## src/design/sms_pkg.sv

```systemverilog
// Package for the sorted multiset store: operation codes, transaction
// structs and the link struct passed along the row of cells. No dependencies.
package sms_pkg;

  // Default number of cells in the row.
  localparam int unsigned CAPACITY_DEF = 64;

  // Width of one stored value.
  localparam int unsigned VAL_W = 32;

  // Width of the reported element count.
  localparam int unsigned CNT_OUT_W = 7;

  typedef enum logic {
    OP_INSERT = 1'b0,
    OP_QUERY  = 1'b1
  } sms_op_t;

  // Input transaction.
  typedef struct packed {
    sms_op_t                   operation;
    logic signed [VAL_W-1:0]   value;
  } sms_in_t;

  // Result transaction.
  typedef struct packed {
    logic                      found;
    logic                      dropped;
    logic [CNT_OUT_W-1:0]      element_count;
    logic                      empty_res;
    logic signed [VAL_W-1:0]   smallest;
    logic signed [VAL_W-1:0]   largest;
  } sms_out_t;

  // What one cell hands to its upper neighbour.
  typedef struct packed {
    logic                      occ;
    logic                      gt;
    logic signed [VAL_W-1:0]   val;
  } sms_link_t;

endpackage

```

## src/design/sms_cell.sv

```systemverilog
// One cell of the sorted row: holds a single value and shifts or loads it
// on an insert. Depends on sms_pkg.
module sms_cell (
  input  logic                                clk,
  input  logic                                ins_en,
  input  logic                                occ,
  input  logic signed [sms_pkg::VAL_W-1:0]    key,
  input  sms_pkg::sms_link_t                  prev,
  output sms_pkg::sms_link_t                  link,
  output logic                                match
);

  logic signed [sms_pkg::VAL_W-1:0] val_r;
  logic signed [sms_pkg::VAL_W-1:0] val_nxt;
  logic                             gt;

  // Compare the held value against the key.
  assign gt    = occ && (val_r > key);
  assign match = occ && (val_r == key);

  assign link.occ = occ;
  assign link.gt  = gt;
  assign link.val = val_r;

  // An occupied cell above the key takes its neighbour's value, or the key
  // if it is the insertion point. The first free cell takes whatever the
  // neighbour pushes up, or the key when nothing is pushed.
  always_comb begin
    val_nxt = val_r;
    if (ins_en) begin
      if (occ) begin
        if (gt) begin
          val_nxt = prev.gt ? prev.val : key;
        end
      end else if (prev.gt) begin
        val_nxt = prev.val;
      end else if (prev.occ) begin
        val_nxt = key;
      end
    end
  end

  always_ff @(posedge clk) begin
    val_r <= val_nxt;
  end

endmodule

```

## config.mk

```make
export PLATFORM = sky130hd
export DESIGN_NAME = sms_cell
export DESIGN_NICKNAME = d
export VERILOG_FILES = /design/src/design/sms_pkg.sv /design/src/design/sms_cell.sv
export SDC_FILE = /design/constraint.sdc
export NUM_CORES = 1
export LEC_CHECK = 0
export BUFFER_PORTS_ARGS = -buffer_cell sky130_fd_sc_hd__buf_2
export CAP_MARGIN = 25
export CORE_MARGIN = 3
export CORE_UTILIZATION = 30
export DETAILED_ROUTE_END_ITERATION = 10
export GPL_ROUTABILITY_DRIVEN = 0
export PLACE_DENSITY_LB_ADDON = 0.05
export SYNTH_ARGS = -nofsm -noshare
export SYNTH_HDL_FRONTEND = slang
export SYNTH_SLANG_ARGS = --single-unit
```

## constraint.sdc

```tcl
create_clock -name clk -period 4.8 [get_ports clk]
set_input_delay 0.24 -clock clk [delete_from_list [all_inputs] [get_ports clk]]
set_output_delay 0.24 -clock clk [all_outputs]
set_load 0.05 [all_outputs]
```

==> results.json <==
{
  "first_global_vias": 1921,
  "antenna_found_initial": 0,
  "initial_core_util_pct": 31.4,
  "fin_crit_ps": 3150,
  "drt_iter0_markers": 88,
  "ys.flop_type": "edfxtp_1",
  "wl_per_cell_um": 12.6,
  "cts_tree": "yes",
  "cts_setup_buffers": 0,
  "synthAdderAreaFrac_pct": 18.5,
  "sw_frac_of_total_pct": 36.0,
  "tns_ps": 0,
  "p_switching_w": 0.000294,
  "synth-compound-area-share_pct": 16.2,
  "yosysSeqAreaShare_pct": 44.4,
  "intPower_w": 0.000524,
  "slowest_stage": "nor4_1",
  "worstPathMaxFanout": 20,
  "drc": 0,
  "power_density_mw_per_mm2": 286,
  "synth_top_area_share_pct": 44.4,
  "grt_usage_pct": 13.0,
  "cts.sinks": 32,
  "largest_reg_flops": 32,
  "grt_pass1_wl_um": 8760,
  "synth_largest_area_cell": "edfxtp_1",
  "clkPwrFrac_pct": 24.2,
  "rsz0062_at_grt": "false",
  "fillers": 744,
  "grt_max_degree": 65,
  "diodes": 0,
  "numPortBuffers": 103,
  "insertion_delay_ps": 280,
  "synth_seq_cells": 32,
  "synth_xor_area_share_pct": 0,
  "mostFrequentLayoutCell": "buf_2",
  "postCtsHoldBufs": 0,
  "seqPwrFrac_pct": 43.4,
  "crit_arrival_ps": 3100,
  "die-area_mm2": 0.00827,
  "post_cts_resized": 0,
  "ys_types": 31,
  "rows": 30,
  "ant_nets": 0,
  "regMostFlops": "val_r",
  "critical_path_class": "register to register",
  "cp-start-kind": "register",
  "first_pass_iters": 4,
  "relSlewSlack_pct": 60.5,
  "drv_cap": 0,
  "clock_path_buffers": 2,
  "cpPeakStageDelay_ps": 530,
  "via_per_inst": 4.48,
  "fmax_ghz": 0.318,
  "area_delta_synth_final_pct": 31.9,
  "avgSynthCellArea_um2": 9.46,
  "gr-usage-met1_pct": 17.2,
  "synth_area_mm2": 0.00217,
  "instances_no_fill": 429,
  "p_leak_nw": 1.43,
  "num_vias": 1922,
  "power_w": 0.000818,
  "numCtsBuffers": 5,
  "routed_wl_um": 5400,
  "die_w_um": 91.0,
  "synth_edf_count": 32,
  "syn_inst": 229,
  "synth_top_family_by_area": "adder cells",
  "cts-root-buf": "clkbuf_8",
  "worstMarginPinSlew_ps": 591,
  "final_nets": 433,
  "final_hold_viol_count": 0,
  "dp.cells": 421,
  "setup_viol": 0,
  "fin_util_pct": 41.4,
  "ios": 104,
  "min_period_over_period_pct": 65.5,
  "fin_skew_ps": 4.55,
  "global_route.usage.met2_pct": 20.4,
  "status": "complete, no violations",
  "synth_mux_area_share_pct": 0.520,
  "comb_power_share_pct": 32.4,
  "synth.net_count": 330,
  "synthSimpleGateAreaFrac_pct": 12.8,
  "overflow": 0,
  "synth-async-reset-ratio_pct": 0,
  "drive_above_1_share_pct": 34.2,
  "cts_max_level": 2,
  "netlist_top_cells_area": "edfxtp_1 (44%), ha_1 (18%), o21ai_0 (8.1%)",
  "ir_drop_mv": 0.108,
  "critical_path.cell_chain": "ha_1 > nand4_1 > nor4_1 > a21boi_0 > o41a_1 > a2bb2oi_1 > nand2_1 > buf_4",
  "layout_common_cells": "buf_2 (103), nand2_1 (38), o21ai_0 (35)",
  "grt_busiest_layer": "met2",
  "slew_viol_final": 0,
  "critPathCaptureType": "register",
  "ys_warn_count": 0,
  "met3_usage_pct": 4.56,
  "chipHeight_um": 91.0,
  "clk_pin_slew_ps": 70,
  "reg_top3": "val_r (32)",
  "hp-class": "primary input to register",
  "hpwl_um": 4320,
  "core_area_mm2": 0.00691,
  "worstPathRequired_ps": 4760
}
-- worst max-delay path, delay by kind of cell, from the launching register on --
family          cells  cell delay, ps
fa+ha+maj           1             330
compound gates      3             560
simple gates        3            1130
flops               1             400
buf+inv             1             400
-- cell usage after synthesis, types with 2 or more instances --
cell / instances
buf_4: 2
nor4_1: 3
a21oi_1: 14
o21ai_0: 35
edfxtp_1: 32
ha_1: 32
nor3_1: 2
nand4_1: 5
clkbuf_1: 6
nor2_1: 2
inv_1: 33
a21o_1: 2
o211ai_1: 2
nand2_1: 38
a21boi_0: 2
nand3_1: 4
-- cells by family after synthesis --
kind of cell	Yosys count
compound gates	62
fa+ha+maj	32
buf+inv	42
flops	32
mux	1
simple gates	60
-- cell type report --
class                   instances  area (µm²)  area share [%]
flip-flops and latches         32         961            33.6
repair buffers                105         531            18.6
clock inverters                 3        13.8           0.482
well taps                      96         120            4.20
clock buffers                   5        68.8            2.41
inverters                      33         124            4.33
multi-input cells             155        1040            36.4
-- through the flow --
stage | setup slack (ps) | hold slack [ps] | area [µm²]
floorplan | 1720 | 427 | 2170
global placement | 1700 | 518 | 2780
detailed placement | 1590 | 520 | 2780
CTS | 1560 | 224 | 2860
global route | 1340 | 232 | 2860
finish | 1650 | 237 | 2860
-- metal layers --
layer / wire length (µm) / up-vias
met3: 452 / 2
met4: 29 / 0
li1: - / 1019
met1: 2630 / 832
met2: 2280 / 69
met5: 0 / -
-- path summary, 6_finish.rpt --
kind / startpoint / to / slack (ps) / cells past startpoint
max: val_r[15]$_DFFE_PP_ / val_r[27]$_DFFE_PP_ / 1650 / 8
min: prev[1] / val_r[1]$_DFFE_PP_ / 240 / 3
max reg2reg: val_r[15]$_DFFE_PP_ / val_r[27]$_DFFE_PP_ / 1650 / 8
min reg2reg: val_r[31]$_DFFE_PP_ / val_r[2]$_DFFE_PP_ / 1520 / 4
-- power by group through the flow --
stage	logic, W	clock network (W)	registers (W)
floorplan	0.000104	0	0.000445
global placement	0.000269	0	0.000361
detailed placement	0.000268	0	0.000362
CTS	0.000270	0.000208	0.000355
global route	0.000295	0.000217	0.000358
finish	0.000265	0.000198	0.000355
No activity file was read; power rests on OpenSTA's default activity.
